--- src/design/plasma_pixel_generator_macros.svh ---
// ---------------------------------------------------------------------------
// Plasma pixel generator assertion macros
// Property shorthands for the generator's checks. Each expects clk and
// rst_n in scope and stays off while reset is asserted.
// ---------------------------------------------------------------------------
`ifndef PLASMA_PIXEL_GENERATOR_MACROS_SVH
`define PLASMA_PIXEL_GENERATOR_MACROS_SVH

// Consequent must hold in the same cycle as the antecedent
`define PPG_ASSERT_IMP(label, ante, cons, msg) \
  label: assert property (@(posedge clk) disable iff (!rst_n) (ante) |-> (cons)) \
    else $error(msg);

// Consequent must hold after the antecedent, delayed by dly
`define PPG_ASSERT_DLY(label, ante, dly, cons, msg) \
  label: assert property (@(posedge clk) disable iff (!rst_n) (ante) |-> ##dly (cons)) \
    else $error(msg);

`endif

--- src/design/ppg_pkg.sv ---
// ---------------------------------------------------------------------------
// Plasma pixel generator package
// Shared widths, constants, sine operand type and register indexes.
// ---------------------------------------------------------------------------
package ppg_pkg;

  // Field widths
  localparam int COORD_W   = 12;
  localparam int RATE_W    = 12;
  localparam int LEVEL_W   = 8;
  localparam int PACKED_W  = 16;
  localparam int CFG_IDX_W = 2;

  // Phase resolution default (bits per turn)
  localparam int PHASE_BITS_DEF = 12;

  // Cycles from request acceptance to result strobe sample
  localparam int OUT_LATENCY = 8;

  // Configuration register indexes
  localparam logic [CFG_IDX_W-1:0] CFG_X_RATE    = 2'd0;
  localparam logic [CFG_IDX_W-1:0] CFG_Y_RATE    = 2'd1;
  localparam logic [CFG_IDX_W-1:0] CFG_DIAG_RATE = 2'd2;

  // Configuration reset values
  localparam logic [RATE_W-1:0] X_RATE_RST    = 12'd65;
  localparam logic [RATE_W-1:0] Y_RATE_RST    = 12'd98;
  localparam logic [RATE_W-1:0] DIAG_RATE_RST = 12'd65;

  // Sine polynomial coefficients, Q14
  localparam logic [14:0] SIN_ONE = 15'd16384;
  localparam logic [14:0] SIN_A   = 15'd25736;
  localparam logic [13:0] SIN_B   = 14'd10512;
  localparam logic [10:0] SIN_C   = 11'd1160;

  // Quarter-wave operand: folded angle in Q14 and the sign of the result
  typedef struct packed {
    logic        neg;
    logic [14:0] z;
  } sine_arg_t;

  // Signed Q1.14 sine value
  typedef logic signed [15:0] sine_val_t;

endpackage

--- src/design/ppg_phase.sv ---
// ---------------------------------------------------------------------------
// Plasma phase stage
// Forms the three wave phases and folds each into a quarter-wave operand.
// ---------------------------------------------------------------------------
module ppg_phase
  import ppg_pkg::*;
#(
  parameter int PHASE_BITS = PHASE_BITS_DEF
) (
  input  logic              clk,
  input  logic [COORD_W-1:0] pixel_x,
  input  logic [COORD_W-1:0] pixel_y,
  input  logic [COORD_W-1:0] time_phase,
  input  logic [RATE_W-1:0]  x_rate,
  input  logic [RATE_W-1:0]  y_rate,
  input  logic [RATE_W-1:0]  diag_rate,
  output sine_arg_t          arg_x,
  output sine_arg_t          arg_y,
  output sine_arg_t          arg_d
);

  // Wrap the raw phase to one turn, scale to 16 bits and fold the quadrant
  function automatic sine_arg_t to_arg(input logic [25:0] raw);
    logic [15:0] u;
    sine_arg_t   a;
    u     = 16'(raw[PHASE_BITS-1:0]) << (16 - PHASE_BITS);
    a.neg = u[15];
    a.z   = u[14] ? (SIN_ONE - {1'b0, u[13:0]}) : {1'b0, u[13:0]};
    return a;
  endfunction

  logic [23:0]        prod_x;
  logic [23:0]        prod_y;
  logic [12:0]        xy_sum;
  logic [24:0]        prod_d;
  logic [25:0]        raw_x;
  logic [25:0]        raw_y;
  logic [25:0]        raw_d;
  sine_arg_t          arg_x_r;
  sine_arg_t          arg_y_r;
  sine_arg_t          arg_d_r;

  // Scale coordinates by their phase rates and add time
  assign prod_x = pixel_x * x_rate;
  assign prod_y = pixel_y * y_rate;
  assign xy_sum = {1'b0, pixel_x} + {1'b0, pixel_y};
  assign prod_d = xy_sum * diag_rate;
  assign raw_x  = 26'(prod_x) + 26'(time_phase);
  assign raw_y  = 26'(prod_y) + 26'(time_phase);
  assign raw_d  = 26'(prod_d) + 26'(time_phase);

  // Hold the folded operands for the sine pipeline
  always_ff @(posedge clk) begin
    arg_x_r <= to_arg(raw_x);
    arg_y_r <= to_arg(raw_y);
    arg_d_r <= to_arg(raw_d);
  end

  assign arg_x = arg_x_r;
  assign arg_y = arg_y_r;
  assign arg_d = arg_d_r;

endmodule

--- src/design/ppg_sine.sv ---
// ---------------------------------------------------------------------------
// Plasma sine pipeline
// Fifth-order odd polynomial over a quarter wave, one multiply per stage.
// ---------------------------------------------------------------------------
module ppg_sine
  import ppg_pkg::*;
(
  input  logic      clk,
  input  sine_arg_t arg,
  output sine_val_t sine
);

  logic [29:0] zz;
  logic [14:0] z2_r;
  sine_arg_t   arg2_r;
  logic [25:0] pc;
  logic [13:0] inner_r;
  logic [14:0] z23_r;
  sine_arg_t   arg3_r;
  logic [28:0] pm;
  logic [14:0] mid_r;
  sine_arg_t   arg4_r;
  logic [29:0] ps;
  logic [15:0] mag;
  sine_val_t   sine_r;

  // Square the folded angle
  assign zz = arg.z * arg.z;

  always_ff @(posedge clk) begin
    z2_r   <= zz[28:14];
    arg2_r <= arg;
  end

  // Innermost coefficient term
  assign pc = z2_r * SIN_C;

  always_ff @(posedge clk) begin
    inner_r <= SIN_B - 14'(pc[24:14]);
    z23_r   <= z2_r;
    arg3_r  <= arg2_r;
  end

  // Middle coefficient term
  assign pm = z23_r * inner_r;

  always_ff @(posedge clk) begin
    mid_r  <= SIN_A - 15'(pm[27:14]);
    arg4_r <= arg3_r;
  end

  // Final product and quadrant sign
  assign ps  = arg4_r.z * mid_r;
  assign mag = {1'b0, ps[28:14]};

  always_ff @(posedge clk) begin
    sine_r <= arg4_r.neg ? -$signed(mag) : $signed(mag);
  end

  assign sine = sine_r;

endmodule

--- src/design/ppg_color.sv ---
// ---------------------------------------------------------------------------
// Plasma colour stage
// Sums the three sines into a hue and maps it to RGB888 and RGB565.
// ---------------------------------------------------------------------------
module ppg_color
  import ppg_pkg::*;
(
  input  logic               clk,
  input  sine_val_t          sine_x,
  input  sine_val_t          sine_y,
  input  sine_val_t          sine_d,
  output logic [LEVEL_W-1:0] red,
  output logic [LEVEL_W-1:0] green,
  output logic [LEVEL_W-1:0] blue,
  output logic [PACKED_W-1:0] packed_rgb
);

  // Hue sectors
  localparam logic [2:0] SEC_RED_YEL = 3'd0;
  localparam logic [2:0] SEC_YEL_GRN = 3'd1;
  localparam logic [2:0] SEC_GRN_CYN = 3'd2;
  localparam logic [2:0] SEC_CYN_BLU = 3'd3;
  localparam logic [2:0] SEC_BLU_MAG = 3'd4;

  localparam logic signed [17:0] SUM_BIAS = 18'sd49152;

  logic signed [17:0] sum3;
  logic signed [17:0] biased;
  logic [22:0]        scaled;
  logic [8:0]         hue_r;
  logic [10:0]        h6;
  logic [2:0]         sector;
  logic [7:0]         frac;
  logic [15:0]        up_full;
  logic [8:0]         rem;
  logic [15:0]        dn_full;
  logic [7:0]         up;
  logic [7:0]         down;
  logic [7:0]         r_nxt;
  logic [7:0]         g_nxt;
  logic [7:0]         b_nxt;
  logic [7:0]         red_r;
  logic [7:0]         green_r;
  logic [7:0]         blue_r;
  logic [15:0]        packed_r;

  // Intensity = ((S + 3.0) * 56) in Q14, range 0..336
  assign sum3   = 18'(sine_x) + 18'(sine_y) + 18'(sine_d);
  assign biased = sum3 + SUM_BIAS;
  assign scaled = biased[16:0] * 6'd56;

  always_ff @(posedge clk) begin
    hue_r <= scaled[22:14];
  end

  // Split hue into sector and fraction
  assign h6      = hue_r[7:0] * 3'd6;
  assign sector  = h6[10:8];
  assign frac    = h6[7:0];
  assign up_full = {frac, 8'd0} - 16'(frac);
  assign rem     = 9'd256 - {1'b0, frac};
  assign dn_full = rem * 8'd255;
  assign up      = up_full[15:8];
  assign down    = dn_full[15:8];

  // Select channel levels
  always_comb begin
    r_nxt = 8'd255;
    g_nxt = 8'd0;
    b_nxt = 8'd0;
    if (!hue_r[8]) begin
      case (sector)
        SEC_RED_YEL: begin
          r_nxt = 8'd255; g_nxt = up;     b_nxt = 8'd0;
        end
        SEC_YEL_GRN: begin
          r_nxt = down;   g_nxt = 8'd255; b_nxt = 8'd0;
        end
        SEC_GRN_CYN: begin
          r_nxt = 8'd0;   g_nxt = 8'd255; b_nxt = up;
        end
        SEC_CYN_BLU: begin
          r_nxt = 8'd0;   g_nxt = down;   b_nxt = 8'd255;
        end
        SEC_BLU_MAG: begin
          r_nxt = up;     g_nxt = 8'd0;   b_nxt = 8'd255;
        end
        default: begin
          r_nxt = 8'd255; g_nxt = 8'd0;   b_nxt = down;
        end
      endcase
    end
  end

  // Hold result levels and the 565 packing
  always_ff @(posedge clk) begin
    red_r    <= r_nxt;
    green_r  <= g_nxt;
    blue_r   <= b_nxt;
    packed_r <= {r_nxt[7:3], g_nxt[7:2], b_nxt[7:3]};
  end

  assign red        = red_r;
  assign green      = green_r;
  assign blue       = blue_r;
  assign packed_rgb = packed_r;

endmodule

--- src/design/plasma_pixel_generator.sv ---
// ---------------------------------------------------------------------------
// Plasma pixel generator
// Sine plasma colour for one pixel coordinate and time phase per clock.
// ---------------------------------------------------------------------------
// Usage:
//   Request channel: drive in_pixel_x, in_pixel_y and in_time_phase with
//   start high; the request is taken when busy is low. busy stays low, so
//   a request may be issued on every clock.
//   Result channel: out_valid strobes for one cycle with the colour levels
//   and the RGB565 word. The receiver cannot stall; it must take each
//   result in the cycle it is shown.
//   The result passes through the eight-stage pipeline: input register,
//   phase fold, four sine multiply stages, intensity sum and colour map.
//   Throughput is one pixel per clock.
//   Configuration: cfg_wr_en writes cfg_data into the rate register picked
//   by cfg_index; an index past the last register is ignored. Write only
//   while no request is in flight.
//   Reset (synchronous, rst_n low) restores the default rates and drops
//   every request still in the pipeline.
// ---------------------------------------------------------------------------
`include "plasma_pixel_generator_macros.svh"

module plasma_pixel_generator
  import ppg_pkg::*;
#(
  parameter int PHASE_BITS = PHASE_BITS_DEF
) (
  input  logic                 clk,
  input  logic                 rst_n,
  input  logic                 start,
  output logic                 busy,
  input  logic [COORD_W-1:0]   in_pixel_x,
  input  logic [COORD_W-1:0]   in_pixel_y,
  input  logic [COORD_W-1:0]   in_time_phase,
  input  logic                 cfg_wr_en,
  input  logic [CFG_IDX_W-1:0] cfg_index,
  input  logic [RATE_W-1:0]    cfg_data,
  output logic                 out_valid,
  output logic [LEVEL_W-1:0]   out_red_level,
  output logic [LEVEL_W-1:0]   out_green_level,
  output logic [LEVEL_W-1:0]   out_blue_level,
  output logic [PACKED_W-1:0]  out_packed_565
);

  logic                      accept;
  logic [COORD_W-1:0]        x_r;
  logic [COORD_W-1:0]        y_r;
  logic [COORD_W-1:0]        t_r;
  logic [RATE_W-1:0]         x_rate_r;
  logic [RATE_W-1:0]         y_rate_r;
  logic [RATE_W-1:0]         diag_rate_r;
  logic [OUT_LATENCY-1:0]    vld_r;
  logic [OUT_LATENCY-1:0]    vld_nxt;
  sine_arg_t                 arg_x;
  sine_arg_t                 arg_y;
  sine_arg_t                 arg_d;
  sine_val_t                 sine_x;
  sine_val_t                 sine_y;
  sine_val_t                 sine_d;

  // Fully pipelined: never hold off a request
  assign busy   = 1'b0;
  assign accept = start && !busy;

  // Rate registers
  always_ff @(posedge clk) begin
    if (!rst_n) begin
      x_rate_r    <= X_RATE_RST;
      y_rate_r    <= Y_RATE_RST;
      diag_rate_r <= DIAG_RATE_RST;
    end else if (cfg_wr_en) begin
      case (cfg_index)
        CFG_X_RATE:    x_rate_r    <= cfg_data;
        CFG_Y_RATE:    y_rate_r    <= cfg_data;
        CFG_DIAG_RATE: diag_rate_r <= cfg_data;
        default: ;
      endcase
    end
  end

  // Capture the request
  always_ff @(posedge clk) begin
    if (accept) begin
      x_r <= in_pixel_x;
      y_r <= in_pixel_y;
      t_r <= in_time_phase;
    end
  end

  // Advance the valid marks alongside the data
  assign vld_nxt = {vld_r[OUT_LATENCY-2:0], accept};

  always_ff @(posedge clk) begin
    if (!rst_n) begin
      vld_r <= '0;
    end else begin
      vld_r <= vld_nxt;
    end
  end

  assign out_valid = vld_r[OUT_LATENCY-1];

  ppg_phase #(
    .PHASE_BITS (PHASE_BITS)
  ) u_phase (
    .clk        (clk),
    .pixel_x    (x_r),
    .pixel_y    (y_r),
    .time_phase (t_r),
    .x_rate     (x_rate_r),
    .y_rate     (y_rate_r),
    .diag_rate  (diag_rate_r),
    .arg_x      (arg_x),
    .arg_y      (arg_y),
    .arg_d      (arg_d)
  );

  ppg_sine u_sine_x (.clk(clk), .arg(arg_x), .sine(sine_x));
  ppg_sine u_sine_y (.clk(clk), .arg(arg_y), .sine(sine_y));
  ppg_sine u_sine_d (.clk(clk), .arg(arg_d), .sine(sine_d));

  ppg_color u_color (
    .clk        (clk),
    .sine_x     (sine_x),
    .sine_y     (sine_y),
    .sine_d     (sine_d),
    .red        (out_red_level),
    .green      (out_green_level),
    .blue       (out_blue_level),
    .packed_rgb (out_packed_565)
  );

  // Every request yields one result after the pipeline depth
  `PPG_ASSERT_DLY(a_req_to_result, accept, OUT_LATENCY, out_valid, "request produced no result")

  // No result without a matching request
  `PPG_ASSERT_IMP(a_result_has_req, out_valid, $past(accept, OUT_LATENCY), "result without request")

  // A hue colour always has one full and one empty channel
  `PPG_ASSERT_IMP(a_hue_extremes, out_valid,
    (out_red_level == 8'd255 || out_green_level == 8'd255 || out_blue_level == 8'd255) &&
    (out_red_level == 8'd0 || out_green_level == 8'd0 || out_blue_level == 8'd0),
    "colour is not a saturated hue")

endmodule

--- config.mk ---
export PLATFORM = sky130hd
export DESIGN_NAME = plasma_pixel_generator
export DESIGN_NICKNAME = d
export VERILOG_FILES = /design/src/design/ppg_pkg.sv /design/src/design/ppg_phase.sv /design/src/design/ppg_sine.sv /design/src/design/ppg_color.sv /design/src/design/plasma_pixel_generator.sv
export VERILOG_INCLUDE_DIRS = /design/src /design/src/design
export SDC_FILE = /design/constraint.sdc
export NUM_CORES = 2
export LEC_CHECK = 0
export ABC_AREA = 1
export BUFFER_PORTS_ARGS = -buffer_cell sky130_fd_sc_hd__buf_2
export CORE_UTILIZATION = 60
export CTS_CLUSTER_DIAMETER = 80
export CTS_CLUSTER_SIZE = 14
export DETAILED_ROUTE_END_ITERATION = 6
export HOLD_SLACK_MARGIN = 0.12
export PLACE_DENSITY = 0.81
export SETUP_SLACK_MARGIN = 0.5
export SLEW_MARGIN = 40
export SYNTH_ARGS = -nofsm -noshare
export SYNTH_HDL_FRONTEND = slang
export SYNTH_SLANG_ARGS = --single-unit
export TNS_END_PERCENT = 20
--- constraint.sdc ---
create_clock -name clk -period 8.4 [get_ports clk]
set_clock_uncertainty 0.05 [all_clocks]
set_input_delay 0.42 -clock clk [delete_from_list [all_inputs] [get_ports clk]]
set_output_delay 0.42 -clock clk [all_outputs]
set_load 0.02 [all_outputs]
# Word level (Yosys, flattened, before mapping)
# Cells that the tools add are included.
# W data, S select, Z words.
# totals
ff_bits	546
input_bits	54
output_inout_bits	42
# op_classes
add_sub_neg	21
n_mul	18
eq_ne	6
muxes	12
reduce_logical	9
# ops
cell	n
$mul A15 B15 Y29	6
$sub A15 B14 Y15 const A	6
$mul A15 B14 Y28	3
$pmux W8 S3	3
$mul A15 B8 Y22 const B	3
$neg A15 Y16	3
$mux W15	3
$mux W14	3
$sub A14 B11 Y14 const A	3
$add A12 B12 Y12	3
$mul A12 B12 Y12	2
$mux W8	3
$mul A17 B3 Y20 const B	1
$add A16 B16 Y17	1
$add A17 B16 Y17	1
$add A17 B17 Y17 const B	1
$mul A9 B8 Y16 const B	1
$sub A16 B8 Y16	1
$add A12 B12 Y13	1
$mul A13 B12 Y12	1
$mul A8 B2 Y10 const B	1
$sub A9 B8 Y9 const A	1
$reduce_or A2 Y1	4
$eq A3 B2 Y1 const B	2
7 further kinds	9

# Depth between registers and ports, before layout
# logic_depth
word_depth	5
mapped_depth	36
ltp_nobuf	35

# Hierarchy
# From an unflattened synthesis, not the netlist that was laid out.
# hier_totals
hier_cells	12693
hier_area_um2	96242.3
# by_module_without_submodules
module	n_inst	cells_per_inst	area_per_inst_um2	seq_area_each_um2
ppg_sine at u_sine_d	1	3445	25984.9	2422.3
ppg_sine at u_sine_y	1	3438	25891.1	2422.3
ppg_sine at u_sine_x	1	3386	25713.4	2422.3
ppg_phase	1	1316	9708.1	720.7
ppg_color	1	822	6098.3	660.6
plasma_pixel_generator	1	286	2846.5	1961.9

# Worst setup path before layout
# No wires, ideal clock.
# synth_path
path_kind	register to register
start	register u_sine_y.inner_r[5]
end	register u_sine_y.mid_r[10]
arrival_ns	5.751
path_slack_ns	2.541
stages_incl_launch_ff	30
n_path_buf	1
period_less_slack_ns	5.859
path_cell_list	dfxtp_1 > clkbuf_1 > nand2_1 > fa_1 > inv_1 > fa_1 > inv_1 > fa_1 > inv_1 > fa_1 > fa_1 > inv_1 > fa_1 > inv_1 > ha_1 > a21o_1 > nand3_1 > nand2_1 > nor2_1 > nand2_2 > xnor2_1 > ha_1 > nand2_1 > nand2_2 > nand2_1 > nor2_1 > nand2_1 > nand2_1 > nand3_1 > nand2_1
# synth_between
elab_chain_len	2
# synth_rtl
item	line	text
start: declaration	ppg_sine.sv:17	logic [13:0] inner_r;
start signal: assignment	ppg_sine.sv:39	inner_r <= SIN_B - 14'(pc[24:14]);
$mul A15 B14 Y28	ppg_sine.sv:45	assign pm = z23_r * inner_r;
$sub A15 B14 Y15	ppg_sine.sv:48	mid_r <= SIN_A - 15'(pm[27:14]);
end signal: assignment	ppg_sine.sv:48	
end: declaration	ppg_sine.sv:21	logic [14:0] mid_r;
# No other way between the ends.
# A chain may end at the register's enable or synchronous reset.

# Worst setup path in the final report
# layout_path
start	register y_r[0]
end	register u_phase.arg_d_r, in the netlist u_phase.arg_d[15]
# layout_between
elab_chain_len	3
# layout_rtl
item	line	text
start: declaration	plasma_pixel_generator.sv:47	logic [COORD_W-1:0] y_r;
start signal: assignment	plasma_pixel_generator.sv:85	y_r <= in_pixel_y;
$add A12 B12 Y13	ppg_phase.sv:46	assign xy_sum = {1'b0, pixel_x} + {1'b0, pixel_y};
$mul A13 B12 Y12	ppg_phase.sv:47	assign prod_d = xy_sum * diag_rate;
$add A12 B12 Y12	ppg_phase.sv:50	assign raw_d = 26'(prod_d) + 26'(time_phase);
via u_phase.raw_d[11]	ppg_phase.sv:38	logic [25:0] raw_d;
end signal: assignment	ppg_phase.sv:56	arg_d_r <= to_arg(raw_d);
end: declaration	ppg_phase.sv:41	sine_arg_t arg_d_r;
# The timed path passes the listed nets, and every way through them passes these cells.

==> results.md <==
- Outcome: finished, violations left
- Failing checks: design-rule violations
- Main synth FF type: dfxtp_1
- Total gr overflow: 0
- Initial Util: 0.605
- Worst-Skew Late Latency: between 0.6 and 0.7 ns
- FF+latch count, synth: around 480
- Final setup vio count: 0
- Post-DP HPWL: roughly 150 mm
- Yosys cell types: 60
- Residual DRC: 1
- Setup TNS: 0 ns
- RSZ-0062 raised after global routing: no
- Fillers: around 11000
- Gp weighted congestion: a little over 0.9
- Type of the worst setup path: reg2reg
- Initial antenna violation count: 3
- Chip Width: ~370 µm
- Global-route wire length before repair: between 300 and 400 mm
- Worst path most repeated cell: inv_1
- Layout cells sized above 1: 0.0244
- Hold Vio Cnt, Final: 0
- Post-synth EDFFs: 36
- I/O Buffers: 94
- # Max-Cap Violations: 0
- CP max-delay cell: edfxtp_1
- Crit share post-route: 0.781
- Area leader, netlist: fa_1
- CP Capture Type: flip-flop
- Synthesized instance count: 10200
- Cell Rows: 133
- Wirelength per Cell: roughly 15 µm
- Crit-path max cell delay: approximately 0.56 ns
- Startpoint types: flip-flop
- Via count: just over 60000
- Top cell type's share of synthesized area: 0.296
- Post-CTS sizing: 0
- Diode count: 0
- Post-CTS Setup Bufs: 0
- Standard cell core area: 131000 µm²
- Nets: between 10000 and 15000
- Slew @ Worst Pin: roughly 0.8 ns
- IO Count: 96
- Vias per cell: 5.21
- Pins Over Slew Limit: 0
- Final min period: approximately 6.6 ns
- Sequential area share after synthesis: 0.124
- CTS tree: done
- Vias in the first global route: about 66000
- Pre-Repair DR Iteration Count: 7
- CTS Buffer Depth: 3
- Tightest Hold Check Type: in2reg
- Sink Count: approximately 480
- Post-Syn Area: 79500 µm²
- Most frequent cell after synthesis: inv_1
- Die height: around 370 µm
- CP arrival: approximately 7 ns
- Critical Path Fanout Max: 13
- GR Util All Layers: 0.268
- Top cells by count, synth: inv_1 (2762), nand2_1 (2480), fa_1 (1174), ha_1 (1132), dfxtp_1 (440)
- H-tree level count: 2
- Worst-path clk slew: around 0.07 ns
- Post-synth ARST share: 0
- Iteration-0 DRC Markers: approximately 3600
- Synthesis warning total: 0
- Top cells by area, synth: fa_1 (30%), ha_1 (18%), inv_1 (13%)
- Reg2Reg Depth: 29
- Worst slew margin: 0.464
- Hold Crit Depth: 3
- Cell Area, Placed: slightly above 80000 µm²
- CTS Buf Count: 46
- Largest net degree at the start of global routing: 44
- Hold Buf Count CTS: 48
- Worst hold slack: approximately 0.19 ns
- DRT Wirelength: around 180 mm
- Antenna-violating nets left: 0
- Final Core Density: 0.631
- Finished Cell Area: roughly 83000 µm²
- Data required time at the worst endpoint: between 8 and 9 ns
- Root Buffer: clkbuf_16
- Die area: 134000 µm²
- Syn Nets: 12500
- Synthesized area per cell: 7.80 µm²
- Area Overhead vs Synth: 4.39%
- Peak Freq: around 0.15 GHz
layer usage:
layer  wire length [µm]  track usage  part of all wire  up-vias
li1                   -            -                 -    30000
met1              72600        0.334              0.41    29700
met2              86700        0.484              0.50     1926
met3              10400       0.0291             0.060      398
met4               5320       0.0864             0.030        2
met5                 13            0          0.000074        -
worst paths after layout:
check                             startpoint                          to  slack [ns]
setup / recovery            y_r[0]$_DFFE_PP_   u_phase.arg_d[15]$_DFF_P_        1.84
hold / removal                         start         vld_r[0]$_SDFF_PN0_        0.19
setup reg to reg            y_r[0]$_DFFE_PP_   u_phase.arg_d[15]$_DFF_P_        1.84
hold reg to reg   u_sine_d.arg2_r[6]$_DFF_P_  u_sine_d.arg3_r[6]$_DFF_P_        0.28
stage by stage:
| stage | std cells | worst slack, ns |
|---|---|---|
| after global routing | 11900 | 1.27 |
| after floorplan | 10200 | 2.54 |
| after CTS | 11900 | 1.81 |
| final | 11900 | 1.84 |
| after global placement | 11800 | 1.81 |
| after detailed placement | 11800 | 1.87 |
kinds of logic (layout without fill, tap and decap cells):
logic type                 count (synthesis)  count (layout)  share of synthesized area
buffers and inverters                   3026            2982                      0.144
DFF                                      476             476                      0.124
AOI/OAI and AO/OA                        621             621                     0.0440
other                                      1               1                  0.0000472
muxes                                      1               1                   0.000142
adders and majority gates               2306            2306                      0.474
and+or+nand+nor                         3396            3396                      0.173
xor gates and xnor gates                 361             361                     0.0407
critical path: cells and delay by family (launching register included):
kind / cells / cell delay [ns]
AO/OA/AOI/OAI: 1 / 0.45
XOR/XNOR: 3 / 0.63
adder cells (fa/ha/maj): 8 / 3.60
buffers and inverters: 8 / 0.45
flip-flops: 1 / 0.56
AND/OR/NAND/NOR: 9 / 0.74
layout make-up:
| cell class | instances | area (µm²) | share of cell area |
|---|---|---|---|
| Sequential cell | 476 | 9890 | 0.119 |
| Timing Repair Buffer | 144 | 968 | 0.0117 |
| Tap cell | 1755 | 2200 | 0.0265 |
| Clock buffer | 53 | 1200 | 0.0144 |
| Inverter | 2772 | 10400 | 0.125 |
| Multi-Input combinational cell | 6686 | 58200 | 0.701 |
| Clock inverter | 13 | 171 | 0.00207 |
placed cells by master, fill, tap and decap left out, types with 4 or more instances in the layout:
cell type | synthesis | final
dlygate4sd3_1 | 0 | 48
nor3_1 | 54 | 54
nand4_1 | 66 | 66
nor2_1 | 401 | 401
xnor2_1 | 138 | 138
inv_2 | 8 | 8
nor4_1 | 11 | 11
nand3_1 | 286 | 286
a21oi_1 | 303 | 303
inv_1 | 2762 | 2762
xor2_1 | 215 | 215
edfxtp_1 | 36 | 36
a31oi_1 | 13 | 13
nand3_2 | 5 | 5
a211oi_1 | 11 | 11
o21ai_1 | 11 | 11
dfxtp_1 | 440 | 440
a21oi_2 | 7 | 7
o21bai_1 | 33 | 33
nor2_2 | 7 | 7
nand2_2 | 22 | 22
o21ai_2 | 5 | 5
nand3b_1 | 30 | 30
clkbuf_16 | 0 | 46
a21o_1 | 36 | 36
fa_1 | 1174 | 1174
nand2_1 | 2480 | 2480
o211ai_1 | 8 | 8
ha_1 | 1132 | 1132
inv_8 | 0 | 5
a21boi_0 | 10 | 10
o21a_1 | 4 | 4
xor2_2 | 4 | 4
o21ai_0 | 162 | 162
clkbuf_1 | 224 | 5
nor3_2 | 9 | 9
buf_2 | 7 | 93
or2_2 | 11 | 11
Power is left out: the tool's default activity adds up to more than one toggle a clock period on the data nets, which glitch-free logic cannot reach.
